$ cat src/hw/rtl/ddsr_pkg.sv
`timescale 1ns / 1ps

package ddsr_pkg;

   localparam int CSR_INDEX_W = 2;
   localparam int CSR_DATA_W  = 16;

   localparam int STEP_W     = 10;
   localparam int PERIOD_W   = 8;
   localparam int DEADBAND_W = 7;
   localparam int TIMEOUT_W  = 16;

   localparam int TARGET_W = 11;
   localparam int CODE_W   = 3;

   localparam logic [CSR_INDEX_W-1:0] REG_RAMP_STEP   = 2'd0;
   localparam logic [CSR_INDEX_W-1:0] REG_RAMP_PERIOD = 2'd1;
   localparam logic [CSR_INDEX_W-1:0] REG_DEADBAND    = 2'd2;
   localparam logic [CSR_INDEX_W-1:0] REG_TIMEOUT     = 2'd3;

   localparam logic [STEP_W-1:0]     RAMP_STEP_RESET   = 10'd50;
   localparam logic [PERIOD_W-1:0]   RAMP_PERIOD_RESET = 8'd20;
   localparam logic [DEADBAND_W-1:0] DEADBAND_RESET    = 7'd10;
   localparam logic [TIMEOUT_W-1:0]  TIMEOUT_RESET     = 16'd1000;

   localparam logic MODE_TICK    = 1'b0;
   localparam logic MODE_COMMAND = 1'b1;

   localparam logic [CODE_W-1:0] WHEEL_DIRECT  = 3'd0;
   localparam logic [CODE_W-1:0] WHEEL_FORWARD = 3'd1;
   localparam logic [CODE_W-1:0] WHEEL_BACK    = 3'd2;
   localparam logic [CODE_W-1:0] WHEEL_LEFT    = 3'd3;
   localparam logic [CODE_W-1:0] WHEEL_RIGHT   = 3'd4;
   localparam logic [CODE_W-1:0] WHEEL_STOP    = 3'd5;

   localparam int QUEUE_DEPTH = 4;

   typedef struct packed {
      logic is_tick;
      logic has_cmd;
   } op_type;

endpackage

$ cat src/hw/rtl/ddsr_if.sv
`timescale 1ns / 1ps

interface ddsr_req_if;
   logic                                  valid;
   logic                                  ready;
   logic                                  mode;
   logic [ddsr_pkg::CODE_W-1:0]           wheel_code;
   logic signed [ddsr_pkg::TARGET_W-1:0]  left_target;
   logic signed [ddsr_pkg::TARGET_W-1:0]  right_target;

   modport source (output valid, mode, wheel_code, left_target, right_target,
                   input ready);
   modport sink (input valid, mode, wheel_code, left_target, right_target,
                 output ready);
endinterface

interface ddsr_rsp_if #(parameter int PWM_W = 7);
   logic             valid;
   logic             ready;
   logic [PWM_W-1:0] left_pwm;
   logic [PWM_W-1:0] right_pwm;
   logic             left_forward;
   logic             right_forward;
   logic             ramp_updated;

   modport source (output valid, left_pwm, right_pwm, left_forward, right_forward,
                   ramp_updated, input ready);
   modport sink (input valid, left_pwm, right_pwm, left_forward, right_forward,
                 ramp_updated, output ready);
endinterface

$ cat src/hw/rtl/ddsr_front.sv
`timescale 1ns / 1ps

module ddsr_front #(
   parameter int FULL_SCALE = 1000,
   parameter int CMD_W      = 11
) (
   ddsr_req_if.sink                 req_ch,
   input  logic                     full,
   output logic                     push,
   output ddsr_pkg::op_type         op,
   output logic signed [CMD_W-1:0]  left_cmd,
   output logic signed [CMD_W-1:0]  right_cmd
);
   import ddsr_pkg::*;

   localparam int EXT_W = ((CMD_W > TARGET_W) ? CMD_W : TARGET_W) + 1;
   localparam logic signed [EXT_W-1:0] POS_FS = EXT_W'(FULL_SCALE);
   localparam logic signed [EXT_W-1:0] NEG_FS = -POS_FS;
   localparam logic signed [CMD_W-1:0] CMD_FULL = CMD_W'(FULL_SCALE);
   localparam logic signed [CMD_W-1:0] CMD_NEG  = -CMD_FULL;

   function automatic logic signed [CMD_W-1:0] sat_full(
      input logic signed [TARGET_W-1:0] x
   );
      logic signed [EXT_W-1:0] xe;
      logic signed [EXT_W-1:0] r;
      xe = EXT_W'(x);
      if (xe > POS_FS) begin
         r = POS_FS;
      end else if (xe < NEG_FS) begin
         r = NEG_FS;
      end else begin
         r = xe;
      end
      return CMD_W'(r);
   endfunction

   always_comb begin
      op.is_tick = (req_ch.mode == MODE_TICK);
      op.has_cmd = 1'b0;
      left_cmd   = '0;
      right_cmd  = '0;
      if (req_ch.mode == MODE_COMMAND) begin
         op.has_cmd = 1'b1;
         case (req_ch.wheel_code)
            WHEEL_DIRECT: begin
               left_cmd  = sat_full(req_ch.left_target);
               right_cmd = sat_full(req_ch.right_target);
            end
            WHEEL_FORWARD: begin
               left_cmd  = CMD_FULL;
               right_cmd = CMD_FULL;
            end
            WHEEL_BACK: begin
               left_cmd  = CMD_NEG;
               right_cmd = CMD_NEG;
            end
            WHEEL_LEFT: begin
               left_cmd  = CMD_NEG;
               right_cmd = CMD_FULL;
            end
            WHEEL_RIGHT: begin
               left_cmd  = CMD_FULL;
               right_cmd = CMD_NEG;
            end
            WHEEL_STOP: begin
               left_cmd  = '0;
               right_cmd = '0;
            end
            default: begin
               // unused codes leave the commands alone
               op.has_cmd = 1'b0;
            end
         endcase
      end
   end

   assign req_ch.ready = !full;
   assign push         = req_ch.valid && !full;

endmodule

$ cat src/hw/rtl/ddsr_queue.sv
`timescale 1ns / 1ps

module ddsr_queue #(
   parameter int W     = 24,
   parameter int DEPTH = 4
) (
   input  logic         clock,
   input  logic         reset,
   input  logic         push,
   input  logic [W-1:0] push_data,
   input  logic         pop,
   output logic [W-1:0] pop_data,
   output logic         empty,
   output logic         full
);
   localparam int AW = (DEPTH > 1) ? $clog2(DEPTH) : 1;
   localparam int NW = $clog2(DEPTH + 1);
   localparam logic [AW-1:0] LAST = AW'(DEPTH - 1);

   logic [W-1:0]  mem_ff [DEPTH];
   logic [AW-1:0] wr_ptr_ff, wr_ptr_in;
   logic [AW-1:0] rd_ptr_ff, rd_ptr_in;
   logic [NW-1:0] count_ff, count_in;

   assign empty    = (count_ff == '0);
   assign full     = (count_ff == NW'(DEPTH));
   assign pop_data = mem_ff[rd_ptr_ff];

   always_comb begin
      wr_ptr_in = wr_ptr_ff;
      rd_ptr_in = rd_ptr_ff;
      count_in  = count_ff;
      if (push) begin
         wr_ptr_in = (wr_ptr_ff == LAST) ? '0 : wr_ptr_ff + 1'b1;
      end
      if (pop) begin
         rd_ptr_in = (rd_ptr_ff == LAST) ? '0 : rd_ptr_ff + 1'b1;
      end
      if (push && !pop) begin
         count_in = count_ff + 1'b1;
      end else if (pop && !push) begin
         count_in = count_ff - 1'b1;
      end
   end

   always_ff @(posedge clock) begin
      if (reset) begin
         wr_ptr_ff <= '0;
         rd_ptr_ff <= '0;
         count_ff  <= '0;
      end else begin
         wr_ptr_ff <= wr_ptr_in;
         rd_ptr_ff <= rd_ptr_in;
         count_ff  <= count_in;
      end
   end

   always_ff @(posedge clock) begin
      if (push) begin
         mem_ff[wr_ptr_ff] <= push_data;
      end
   end

endmodule

$ cat src/hw/rtl/ddsr_back.sv
`timescale 1ns / 1ps

module ddsr_back #(
   parameter int FULL_SCALE = 1000,
   parameter int PWM_MAX    = 100,
   parameter int CMD_W      = 11,
   parameter int PWM_W      = 7
) (
   input  logic                                clock,
   input  logic                                reset,
   input  logic                                csr_we,
   input  logic [ddsr_pkg::CSR_INDEX_W-1:0]    csr_index,
   input  logic [ddsr_pkg::CSR_DATA_W-1:0]     csr_wdata,
   input  logic                                q_empty,
   input  ddsr_pkg::op_type                    q_op,
   input  logic signed [CMD_W-1:0]             q_left_cmd,
   input  logic signed [CMD_W-1:0]             q_right_cmd,
   output logic                                q_pop,
   ddsr_rsp_if.source                          rsp_ch
);
   import ddsr_pkg::*;

   localparam int MAG_W   = CMD_W - 1;
   localparam int Q_W     = $clog2(FULL_SCALE * PWM_MAX + 1);
   localparam int SHIFT   = Q_W + $clog2(FULL_SCALE);
   localparam longint RECIP = ((longint'(1) << SHIFT) + FULL_SCALE - 1) / FULL_SCALE;
   localparam int RECIP_W = $clog2(RECIP + 1);
   localparam int PROD_W  = Q_W + RECIP_W;
   localparam int DB_W    = (PWM_W > DEADBAND_W) ? PWM_W : DEADBAND_W;
   localparam int D_W     = ((CMD_W > STEP_W) ? CMD_W : STEP_W) + 2;
   localparam logic [Q_W-1:0]     PWM_MAX_C = Q_W'(PWM_MAX);
   localparam logic [PROD_W-1:0]  RECIP_C   = PROD_W'(RECIP);

   function automatic logic signed [CMD_W-1:0] slew(
      input logic signed [CMD_W-1:0] cur,
      input logic signed [CMD_W-1:0] cmd,
      input logic [STEP_W-1:0]       step
   );
      logic signed [D_W-1:0] curx;
      logic signed [D_W-1:0] diff;
      logic signed [D_W-1:0] s;
      logic signed [D_W-1:0] r;
      curx = D_W'(cur);
      diff = D_W'(cmd) - curx;
      s    = D_W'(step);
      if (diff > s) begin
         r = curx + s;
      end else if (diff < -s) begin
         r = curx - s;
      end else begin
         r = D_W'(cmd);
      end
      return CMD_W'(r);
   endfunction

   function automatic logic [MAG_W-1:0] mag(input logic signed [CMD_W-1:0] x);
      logic signed [CMD_W-1:0] a;
      a = (x < 0) ? -x : x;
      return MAG_W'(a);
   endfunction

   function automatic logic [PWM_W-1:0] to_pwm(
      input logic [Q_W-1:0]        q,
      input logic [DEADBAND_W-1:0] deadband
   );
      logic [PROD_W-1:0] prod;
      logic [PWM_W-1:0]  p;
      prod = PROD_W'(q) * RECIP_C;
      p    = PWM_W'(prod >> SHIFT);
      if (DB_W'(p) < DB_W'(deadband)) begin
         p = '0;
      end
      return p;
   endfunction

   // configuration
   logic [STEP_W-1:0]     step_ff;
   logic [PERIOD_W-1:0]   period_ff;
   logic [DEADBAND_W-1:0] deadband_ff;
   logic [TIMEOUT_W-1:0]  timeout_ff;

   // drive state
   logic signed [CMD_W-1:0] left_cmd_ff, left_cmd_in;
   logic signed [CMD_W-1:0] right_cmd_ff, right_cmd_in;
   logic signed [CMD_W-1:0] left_cur_ff, left_cur_in;
   logic signed [CMD_W-1:0] right_cur_ff, right_cur_in;
   logic [PERIOD_W-1:0]     ramp_cnt_ff, ramp_cnt_in;
   logic [TIMEOUT_W-1:0]    tmo_cnt_ff, tmo_cnt_in;
   logic [PERIOD_W:0]       ramp_next;
   logic [TIMEOUT_W:0]      tmo_next;
   logic                    do_ramp;
   logic                    do_timeout;
   logic                    exec_upd;

   // pipeline
   logic             p1_valid_ff;
   logic             p1_upd_ff;
   logic [MAG_W-1:0] p1_lmag_ff, p1_rmag_ff;
   logic             p1_lfwd_ff, p1_rfwd_ff;
   logic             p2_valid_ff;
   logic             p2_upd_ff;
   logic [Q_W-1:0]   p2_lq_ff, p2_rq_ff;
   logic             p2_lfwd_ff, p2_rfwd_ff;

   logic             rsp_valid_ff;
   logic             upd_ff;
   logic [PWM_W-1:0] lpwm_ff, rpwm_ff;
   logic             lfwd_ff, rfwd_ff;

   logic out_free, p2_move, p1_move;

   assign out_free = !rsp_valid_ff || rsp_ch.ready;
   assign p2_move  = p2_valid_ff && out_free;
   assign p1_move  = p1_valid_ff && (!p2_valid_ff || p2_move);
   assign q_pop    = !q_empty && (!p1_valid_ff || p1_move);

   always_ff @(posedge clock) begin
      if (reset) begin
         step_ff     <= RAMP_STEP_RESET;
         period_ff   <= RAMP_PERIOD_RESET;
         deadband_ff <= DEADBAND_RESET;
         timeout_ff  <= TIMEOUT_RESET;
      end else if (csr_we) begin
         case (csr_index)
            REG_RAMP_STEP:   step_ff     <= csr_wdata[STEP_W-1:0];
            REG_RAMP_PERIOD: period_ff   <= csr_wdata[PERIOD_W-1:0];
            REG_DEADBAND:    deadband_ff <= csr_wdata[DEADBAND_W-1:0];
            REG_TIMEOUT:     timeout_ff  <= csr_wdata[TIMEOUT_W-1:0];
            default: ;
         endcase
      end
   end

   always_comb begin
      ramp_next  = {1'b0, ramp_cnt_ff} + 1'b1;
      tmo_next   = {1'b0, tmo_cnt_ff} + 1'b1;
      do_ramp    = ramp_next > {1'b0, period_ff};
      do_timeout = tmo_next > {1'b0, timeout_ff};
      exec_upd   = q_op.is_tick && do_ramp;

      left_cmd_in  = left_cmd_ff;
      right_cmd_in = right_cmd_ff;
      left_cur_in  = left_cur_ff;
      right_cur_in = right_cur_ff;
      ramp_cnt_in  = ramp_cnt_ff;
      tmo_cnt_in   = tmo_cnt_ff;

      if (q_pop) begin
         if (q_op.has_cmd) begin
            left_cmd_in  = q_left_cmd;
            right_cmd_in = q_right_cmd;
         end
         if (q_op.is_tick) begin
            if (do_ramp) begin
               // slew uses the commands held before a timeout on the same tick
               ramp_cnt_in  = '0;
               left_cur_in  = slew(left_cur_ff, left_cmd_ff, step_ff);
               right_cur_in = slew(right_cur_ff, right_cmd_ff, step_ff);
            end else begin
               ramp_cnt_in = PERIOD_W'(ramp_next);
            end
            if (do_timeout) begin
               tmo_cnt_in   = '0;
               left_cmd_in  = '0;
               right_cmd_in = '0;
            end else begin
               tmo_cnt_in = TIMEOUT_W'(tmo_next);
            end
         end
      end
   end

   always_ff @(posedge clock) begin
      if (reset) begin
         left_cmd_ff  <= '0;
         right_cmd_ff <= '0;
         left_cur_ff  <= '0;
         right_cur_ff <= '0;
         ramp_cnt_ff  <= '0;
         tmo_cnt_ff   <= '0;
      end else begin
         left_cmd_ff  <= left_cmd_in;
         right_cmd_ff <= right_cmd_in;
         left_cur_ff  <= left_cur_in;
         right_cur_ff <= right_cur_in;
         ramp_cnt_ff  <= ramp_cnt_in;
         tmo_cnt_ff   <= tmo_cnt_in;
      end
   end

   always_ff @(posedge clock) begin
      if (reset) begin
         p1_valid_ff <= 1'b0;
         p2_valid_ff <= 1'b0;
      end else begin
         if (q_pop) begin
            p1_valid_ff <= 1'b1;
         end else if (p1_move) begin
            p1_valid_ff <= 1'b0;
         end
         if (p1_move) begin
            p2_valid_ff <= 1'b1;
         end else if (p2_move) begin
            p2_valid_ff <= 1'b0;
         end
      end
   end

   always_ff @(posedge clock) begin
      if (q_pop) begin
         p1_upd_ff  <= exec_upd;
         p1_lmag_ff <= mag(left_cur_in);
         p1_rmag_ff <= mag(right_cur_in);
         p1_lfwd_ff <= (left_cur_in > 0);
         p1_rfwd_ff <= (right_cur_in > 0);
      end
      if (p1_move) begin
         p2_upd_ff  <= p1_upd_ff;
         p2_lq_ff   <= Q_W'(p1_lmag_ff) * PWM_MAX_C;
         p2_rq_ff   <= Q_W'(p1_rmag_ff) * PWM_MAX_C;
         p2_lfwd_ff <= p1_lfwd_ff;
         p2_rfwd_ff <= p1_rfwd_ff;
      end
   end

   // held drive outputs change only on a ramp update
   always_ff @(posedge clock) begin
      if (reset) begin
         rsp_valid_ff <= 1'b0;
         upd_ff       <= 1'b0;
         lpwm_ff      <= '0;
         rpwm_ff      <= '0;
         lfwd_ff      <= 1'b0;
         rfwd_ff      <= 1'b0;
      end else if (p2_move) begin
         rsp_valid_ff <= 1'b1;
         upd_ff       <= p2_upd_ff;
         if (p2_upd_ff) begin
            lpwm_ff <= to_pwm(p2_lq_ff, deadband_ff);
            rpwm_ff <= to_pwm(p2_rq_ff, deadband_ff);
            lfwd_ff <= p2_lfwd_ff;
            rfwd_ff <= p2_rfwd_ff;
         end
      end else if (rsp_ch.ready) begin
         rsp_valid_ff <= 1'b0;
      end
   end

   assign rsp_ch.valid         = rsp_valid_ff;
   assign rsp_ch.left_pwm      = lpwm_ff;
   assign rsp_ch.right_pwm     = rpwm_ff;
   assign rsp_ch.left_forward  = lfwd_ff;
   assign rsp_ch.right_forward = rfwd_ff;
   assign rsp_ch.ramp_updated  = upd_ff;

endmodule

$ cat src/hw/rtl/diff_drive_slew_ramp.sv
// path: the queue, then the p1, p2 and output registers lie between an accepted beat and its result
// throughput: one beat per cycle while the result side is ready, set by the three-stage back end
// the four-entry queue between front and back absorbs output stalls
// reset: synchronous, active high; clears commands, speeds, counters and queue,
// loads the register defaults and drives zero pwm with reverse direction
`timescale 1ns / 1ps

module diff_drive_slew_ramp #(
   parameter int FULL_SCALE = 1000,
   parameter int PWM_MAX    = 100
) (
   input  logic                              clock,
   input  logic                              reset,
   input  logic                              csr_we,
   input  logic [ddsr_pkg::CSR_INDEX_W-1:0]  csr_index,
   input  logic [ddsr_pkg::CSR_DATA_W-1:0]   csr_wdata,
   ddsr_req_if.sink                          req_ch,
   ddsr_rsp_if.source                        rsp_ch
);
   import ddsr_pkg::*;

   localparam int CMD_W  = $clog2(FULL_SCALE + 1) + 1;
   localparam int PWM_W  = $clog2(PWM_MAX + 1);
   localparam int ITEM_W = $bits(op_type) + 2 * CMD_W;

   logic                    push;
   op_type                  f_op;
   logic signed [CMD_W-1:0] f_left_cmd, f_right_cmd;
   logic                    q_full, q_empty, q_pop;
   logic [ITEM_W-1:0]       q_data;
   op_type                  q_op;
   logic signed [CMD_W-1:0] q_left_cmd, q_right_cmd;

   ddsr_front #(
      .FULL_SCALE (FULL_SCALE),
      .CMD_W      (CMD_W)
   ) u_front (
      .req_ch    (req_ch),
      .full      (q_full),
      .push      (push),
      .op        (f_op),
      .left_cmd  (f_left_cmd),
      .right_cmd (f_right_cmd)
   );

   ddsr_queue #(
      .W     (ITEM_W),
      .DEPTH (QUEUE_DEPTH)
   ) u_queue (
      .clock     (clock),
      .reset     (reset),
      .push      (push),
      .push_data ({f_op, f_left_cmd, f_right_cmd}),
      .pop       (q_pop),
      .pop_data  (q_data),
      .empty     (q_empty),
      .full      (q_full)
   );

   assign {q_op, q_left_cmd, q_right_cmd} = q_data;

   ddsr_back #(
      .FULL_SCALE (FULL_SCALE),
      .PWM_MAX    (PWM_MAX),
      .CMD_W      (CMD_W),
      .PWM_W      (PWM_W)
   ) u_back (
      .clock       (clock),
      .reset       (reset),
      .csr_we      (csr_we),
      .csr_index   (csr_index),
      .csr_wdata   (csr_wdata),
      .q_empty     (q_empty),
      .q_op        (q_op),
      .q_left_cmd  (q_left_cmd),
      .q_right_cmd (q_right_cmd),
      .q_pop       (q_pop),
      .rsp_ch      (rsp_ch)
   );

endmodule

$ cat src/flat_wrapper.sv
// flat-port wrapper written by rule: the top's interface ports become plain ports
module diff_drive_slew_ramp_flat import ddsr_pkg::*;
#(
   parameter int FULL_SCALE = 1000,
   parameter int PWM_MAX    = 100
)
  (clock, reset, csr_we, csr_index, csr_wdata, req_ch_valid, req_ch_mode, req_ch_wheel_code, req_ch_left_target, req_ch_right_target, req_ch_ready, rsp_ch_valid, rsp_ch_left_pwm, rsp_ch_right_pwm, rsp_ch_left_forward, rsp_ch_right_forward, rsp_ch_ramp_updated, rsp_ch_ready);
  ddsr_req_if req_ch_i ();
  ddsr_rsp_if rsp_ch_i ();
  input  logic clock;
  input  logic reset;
  input  logic csr_we;
  input  logic [ddsr_pkg::CSR_INDEX_W-1:0] csr_index;
  input  logic [ddsr_pkg::CSR_DATA_W-1:0] csr_wdata;
  input wire logic [$bits(req_ch_i.valid)-1:0] req_ch_valid;
  input wire logic [$bits(req_ch_i.mode)-1:0] req_ch_mode;
  input wire logic [$bits(req_ch_i.wheel_code)-1:0] req_ch_wheel_code;
  input wire logic [$bits(req_ch_i.left_target)-1:0] req_ch_left_target;
  input wire logic [$bits(req_ch_i.right_target)-1:0] req_ch_right_target;
  output wire logic [$bits(req_ch_i.ready)-1:0] req_ch_ready;
  output wire logic [$bits(rsp_ch_i.valid)-1:0] rsp_ch_valid;
  output wire logic [$bits(rsp_ch_i.left_pwm)-1:0] rsp_ch_left_pwm;
  output wire logic [$bits(rsp_ch_i.right_pwm)-1:0] rsp_ch_right_pwm;
  output wire logic [$bits(rsp_ch_i.left_forward)-1:0] rsp_ch_left_forward;
  output wire logic [$bits(rsp_ch_i.right_forward)-1:0] rsp_ch_right_forward;
  output wire logic [$bits(rsp_ch_i.ramp_updated)-1:0] rsp_ch_ramp_updated;
  input wire logic [$bits(rsp_ch_i.ready)-1:0] rsp_ch_ready;
  assign req_ch_i.valid = req_ch_valid;
  assign req_ch_i.mode = req_ch_mode;
  assign req_ch_i.wheel_code = req_ch_wheel_code;
  assign req_ch_i.left_target = req_ch_left_target;
  assign req_ch_i.right_target = req_ch_right_target;
  assign req_ch_ready = req_ch_i.ready;
  assign rsp_ch_valid = rsp_ch_i.valid;
  assign rsp_ch_left_pwm = rsp_ch_i.left_pwm;
  assign rsp_ch_right_pwm = rsp_ch_i.right_pwm;
  assign rsp_ch_left_forward = rsp_ch_i.left_forward;
  assign rsp_ch_right_forward = rsp_ch_i.right_forward;
  assign rsp_ch_ramp_updated = rsp_ch_i.ramp_updated;
  assign rsp_ch_i.ready = rsp_ch_ready;
  diff_drive_slew_ramp #(.FULL_SCALE(FULL_SCALE), .PWM_MAX(PWM_MAX)) u_core (.clock(clock), .reset(reset), .csr_we(csr_we), .csr_index(csr_index), .csr_wdata(csr_wdata), .req_ch(req_ch_i), .rsp_ch(rsp_ch_i));
endmodule
$ cat config.mk
export PLATFORM = sky130hd
export DESIGN_NAME = diff_drive_slew_ramp_flat
export DESIGN_NICKNAME = d
export VERILOG_FILES = /design/src/hw/rtl/ddsr_pkg.sv /design/src/hw/rtl/ddsr_if.sv /design/src/hw/rtl/ddsr_front.sv /design/src/hw/rtl/ddsr_queue.sv /design/src/hw/rtl/ddsr_back.sv /design/src/hw/rtl/diff_drive_slew_ramp.sv /design/src/flat_wrapper.sv
export SDC_FILE = /design/constraint.sdc
export NUM_CORES = 1
export LEC_CHECK = 0
export BUFFER_PORTS_ARGS = -buffer_cell sky130_fd_sc_hd__buf_4
export CORE_ASPECT_RATIO = 1.75
export CORE_MARGIN = 5
export CORE_UTILIZATION = 50
export CTS_CLUSTER_SIZE = 10
export DETAILED_ROUTE_END_ITERATION = 16
export PLACE_DENSITY = 0.78
export SYNTH_ARGS = -nofsm -noshare
export SYNTH_HDL_FRONTEND = slang
export SYNTH_HIERARCHICAL = 1
export SYNTH_SLANG_ARGS = --single-unit
$ cat constraint.sdc
create_clock -name clock -period 20.1 [get_ports clock]
set_input_delay 1.005 -clock clock [delete_from_list [all_inputs] [get_ports clock]]
set_output_delay 1.005 -clock clock [all_outputs]
set_load 0.05 [all_outputs]
==> summary.md <==
| Metric | Value |
|---|---|
| Layout cells sized above 1 | 7.889% |
| Core area | 47750 um^2 |
| I/O Buffers | 67 |
| Cells after DPL | 3026 |
| Vias | 18150 |
| Slew headroom | 25.25% |
| Setup TNS Final | 0 ns |
| Worst slack at placement | 13.04 ns |
| Vias in the first global route | 19210 |
| Arr. time, crit path | 7.51 ns |
| Fmax | 141.0 MHz |
| Clock Tree Buf Depth | 3 |
| Routability cong. | 0.9558 |
| Setup bufs post-CTS | 0 |
| DRT iter0 DRCs | 1022 |
| Netlist Area Pre-Place | 24090 um^2 |
| GRT Total Usage | 22.11% |
| Vias per cell | 5.873 |
| Synth-to-layout area growth | 9.464% |
| Fin. Hold Viols | 0 |
| Drt total wl | 58740 um |
| Final min period | 7.091 ns |
| Starting Density | 50.45% |
| CTS root buf | clkbuf_16 |
| Dominant cell type by area after synthesis | ha_1 |
| Post-Syn Instances | 2407 |
| Synth Net Count | 3010 |
| Drt wl/cell | 19.00 um |
| Worst EP required | 20.52 ns |
| Clk Latency, worst-skew pair | 0.54 ns |
| Die ar. | 52840 um^2 |
| Number of H-tree levels | 2 |
| Yosys warns | 6 |
| R2R cell count | 28 |
| TritonCTS Buffers | 37 |
| Clock-pin slew on the worst setup and hold paths | 0.05 ns |
| DIE WIDTH | 175.9 um |
| Hold Slack | 0.4163 ns |
| Measured slew at the worst slew-check pin | 1.118 ns |
| R2r endpoint | u_core/u_back/rsp_ch.right_pwm[6]$_SDFFE_PP0P_ |
| Post-CTS Hold Fix Bufs | 0 |
| CP max-delay cell | fa_1 |
| Setup slack, reg-to-reg | 13.01 ns |
| Worst setup margin | 13.01 ns |
| Number of flops mapped to enable cells by yosys | 152 |
| First-pass DRT Iterations | 5 |
| Setup Crit Path Kind | flop to flop |
| Worst Hold Depth | 0 |
| Post-synth cell types | 93 |
| Worst Hold Endpoint | u_core/u_back/p2_rfwd_ff$_DFFE_PP_ |
| Antenna diodes | 0 |
| Antenna violations before repair | 0 |
| Post-Layout Cell Count | 3091 |
| CTS tree | done |
| Syn_area_per_cell | 10.01 um^2 |
| Min-delay worst type | flop to flop |
| Max-cap violations | 0 |
| Top post-synthesis cells by area | ha_1 24%, edfxtp_1 19%, dfxtp_1 11%, fa_1 7.2%, inv_1 5.3% |
| Crit. End Element | flop |
| Overflow after GRT | 0 |
| CTS sink count | 290 |
| Final ANT Viol Nets | 0 |
| CP dominant cell by count | ha_1 |
| Seq cells post-synth | 290 |
| Largest net degree at the start of global routing | 79 |
| Max incr delay on CP | 0.53 ns |
| Crit path launch type | flop |
| Final #Nets | 3074 |
| Tcrit/Tclk final | 35.28% |
| Crit Path Max Fanout | 6 |
| Hold_sp | u_core/u_back/p1_rfwd_ff$_DFFE_PP_ |
| Worst clock skew | 0.02898 ns |
| Core Rows | 106 |
| RR Startpoint | u_core/u_back/p2_rq_ff[11]$_DFFE_PP_ |
| Main synth FF type | edfxtp_1 |
| Post-synthesis sequential area ratio | 30.42% |
| DIE HEIGHT | 300.4 um |
| Outcome | finished clean |
| PostCTS Resize Cnt | 0 |
| Max-slew violation count | 0 |
| Hpwl dp | 46350 um |
| Synth async-reset ratio | 0% |
| First-pass GRT wire length | 94830 um |
| Top cell type's share of synthesized area | 24.26% |
| DRC viols | 0 |
| # setup viols final | 0 |
| RSZ-0062 raised after global routing | no |
| I/O pin cnt | 68 |
-- critical path: cells and delay by family (launching register included) --
family | cells | cell delay [ns]
AO/OA/AOI/OAI | 13 | 2.61
adder cells (fa/ha/maj) | 8 | 3.01
flip-flops | 1 | 0.49
AND/OR/NAND/NOR | 3 | 0.65
buffers and inverters | 4 | 0.20
-- sequential cells by signal, indices dropped and copies added (netlist names), 10 cells and up, named ones only --
| signal | flops |
|---|---|
| u_core/u_back/timeout_ff | 16 |
| u_core/u_back/left_cmd_ff | 11 |
| u_core/u_back/p1_lmag_ff | 10 |
| u_core/u_back/right_cur_ff | 11 |
| u_core/u_queue/mem_ff | 96 |
| u_core/u_back/step_ff | 10 |
| u_core/u_back/right_cmd_ff | 11 |
| u_core/u_back/p2_rq_ff | 15 |
| u_core/u_back/left_cur_ff | 11 |
| u_core/u_back/p1_rmag_ff | 10 |
| u_core/u_back/tmo_cnt_ff | 16 |
| u_core/u_back/p2_lq_ff | 15 |
-- routing by layer --
metal | wire, um | GRT usage [%] | up-vias
met5 | 0 | 0 | -
met2 | 32000 | 43.44 | 473
met4 | 3386 | 11.67 | 0
met1 | 21240 | 22.54 | 8824
met3 | 2110 | 2.314 | 188
li1 | - | - | 8669
-- worst max-delay path by stage --
stage                                         start                                             end  slack [ns]  cells after the start
4_1_cts        u_core/u_back/p2_rq_ff[11]$_DFFE_PP_  u_core/u_back/rsp_ch.right_pwm[6]$_SDFFE_PP0P_       13.01                     28
5_1_grt        u_core/u_back/p2_rq_ff[11]$_DFFE_PP_  u_core/u_back/rsp_ch.right_pwm[6]$_SDFFE_PP0P_       12.50                     28
2_1_floorplan  u_core/u_back/p2_rq_ff[11]$_DFFE_PP_  u_core/u_back/rsp_ch.right_pwm[6]$_SDFFE_PP0P_       13.78                     28
3_5_place_dp   u_core/u_back/p2_rq_ff[11]$_DFFE_PP_  u_core/u_back/rsp_ch.right_pwm[6]$_SDFFE_PP0P_       13.04                     28
3_3_place_gp   u_core/u_back/p2_rq_ff[11]$_DFFE_PP_  u_core/u_back/rsp_ch.right_pwm[6]$_SDFFE_PP0P_       13.15                     28
6_report       u_core/u_back/p2_rq_ff[11]$_DFFE_PP_  u_core/u_back/rsp_ch.right_pwm[6]$_SDFFE_PP0P_       13.01                     28
-- cell type report --
| class | instances | area (um^2) |
|---|---|---|
| Inverter | 345 | 1295 |
| Fill cell | 4122 | 21380 |
| Clock buffer | 60 | 1107 |
| Sequential cell | 290 | 7327 |
| Timing Repair Buffer | 83 | 623.1 |
| Clock inverter | 5 | 57.56 |
| Multi-Input combinational cell | 1714 | 15210 |
| Tap cell | 594 | 743.2 |
-- cell families after synthesis --
kind of cell	count (synthesis)	synth area share, %
fa+ha+maj	554	31.49
simple gates	518	10.55
compound gates	481	13.57
buf+inv	403	6.545
flops	290	30.42
xor+xnor	113	4.109
mux	48	3.319
-- cell usage in the layout (no fill, tap or decap), types with 23 or more instances in the layout --
master | synthesis | routed
a21o_1 | 31 | 31
a21oi_1 | 144 | 144
a22o_1 | 29 | 29
buf_4 | 0 | 83
clkbuf_16 | 0 | 41
dfxtp_1 | 138 | 138
edfxtp_1 | 152 | 152
fa_1 | 87 | 87
ha_1 | 467 | 467
inv_1 | 342 | 342
mux2i_1 | 23 | 23
nand2_1 | 137 | 137
nand2b_1 | 23 | 23
nand3_1 | 33 | 33
nor2_1 | 142 | 142
nor3_1 | 37 | 37
o21ai_0 | 59 | 59
xnor2_1 | 71 | 71
xor2_1 | 42 | 42
-- Yosys cell counts, types with 6 or more instances --
| master | count |
|---|---|
| a2111oi_0 | 7 |
| a22oi_1 | 9 |
| a211oi_1 | 15 |
| or3_1 | 9 |
| o21bai_1 | 17 |
| fa_1 | 87 |
| o211ai_1 | 20 |
| or2_2 | 7 |
| a22o_1 | 29 |
| nand2_1 | 137 |
| mux4_2 | 20 |
| a31oi_1 | 18 |
| mux2i_1 | 23 |
| clkbuf_1 | 37 |
| a21oi_1 | 144 |
| nand4_1 | 19 |
| o21a_1 | 21 |
| and2_1 | 15 |
| nor3_1 | 37 |
| nor2b_1 | 22 |
| o41ai_1 | 6 |
| nor2_1 | 142 |
| o22ai_1 | 10 |
| o21ai_1 | 12 |
| dfxtp_1 | 138 |
| nand2b_1 | 23 |
| nand3_1 | 33 |
| ha_1 | 467 |
| xor2_1 | 42 |
| nand3b_1 | 15 |
| buf_2 | 13 |
| inv_1 | 342 |
| a211oi_2 | 7 |
| edfxtp_1 | 152 |
| o31ai_1 | 9 |
| a21o_1 | 31 |
| xnor2_1 | 71 |
| nor4_1 | 13 |
| o21ai_0 | 59 |
| and3_1 | 22 |
-- stage by stage --
stage               cell area (um^2)  utilization [%]
finish                         26370            55.23
global route                   26370            55.23
CTS                            26370            55.23
detailed placement             25200            52.79
global placement               25200            52.79
floorplan                      24090                -
Power is not shown: default switching activity piles up to over one toggle a cycle in this logic, so the estimate is an artifact.
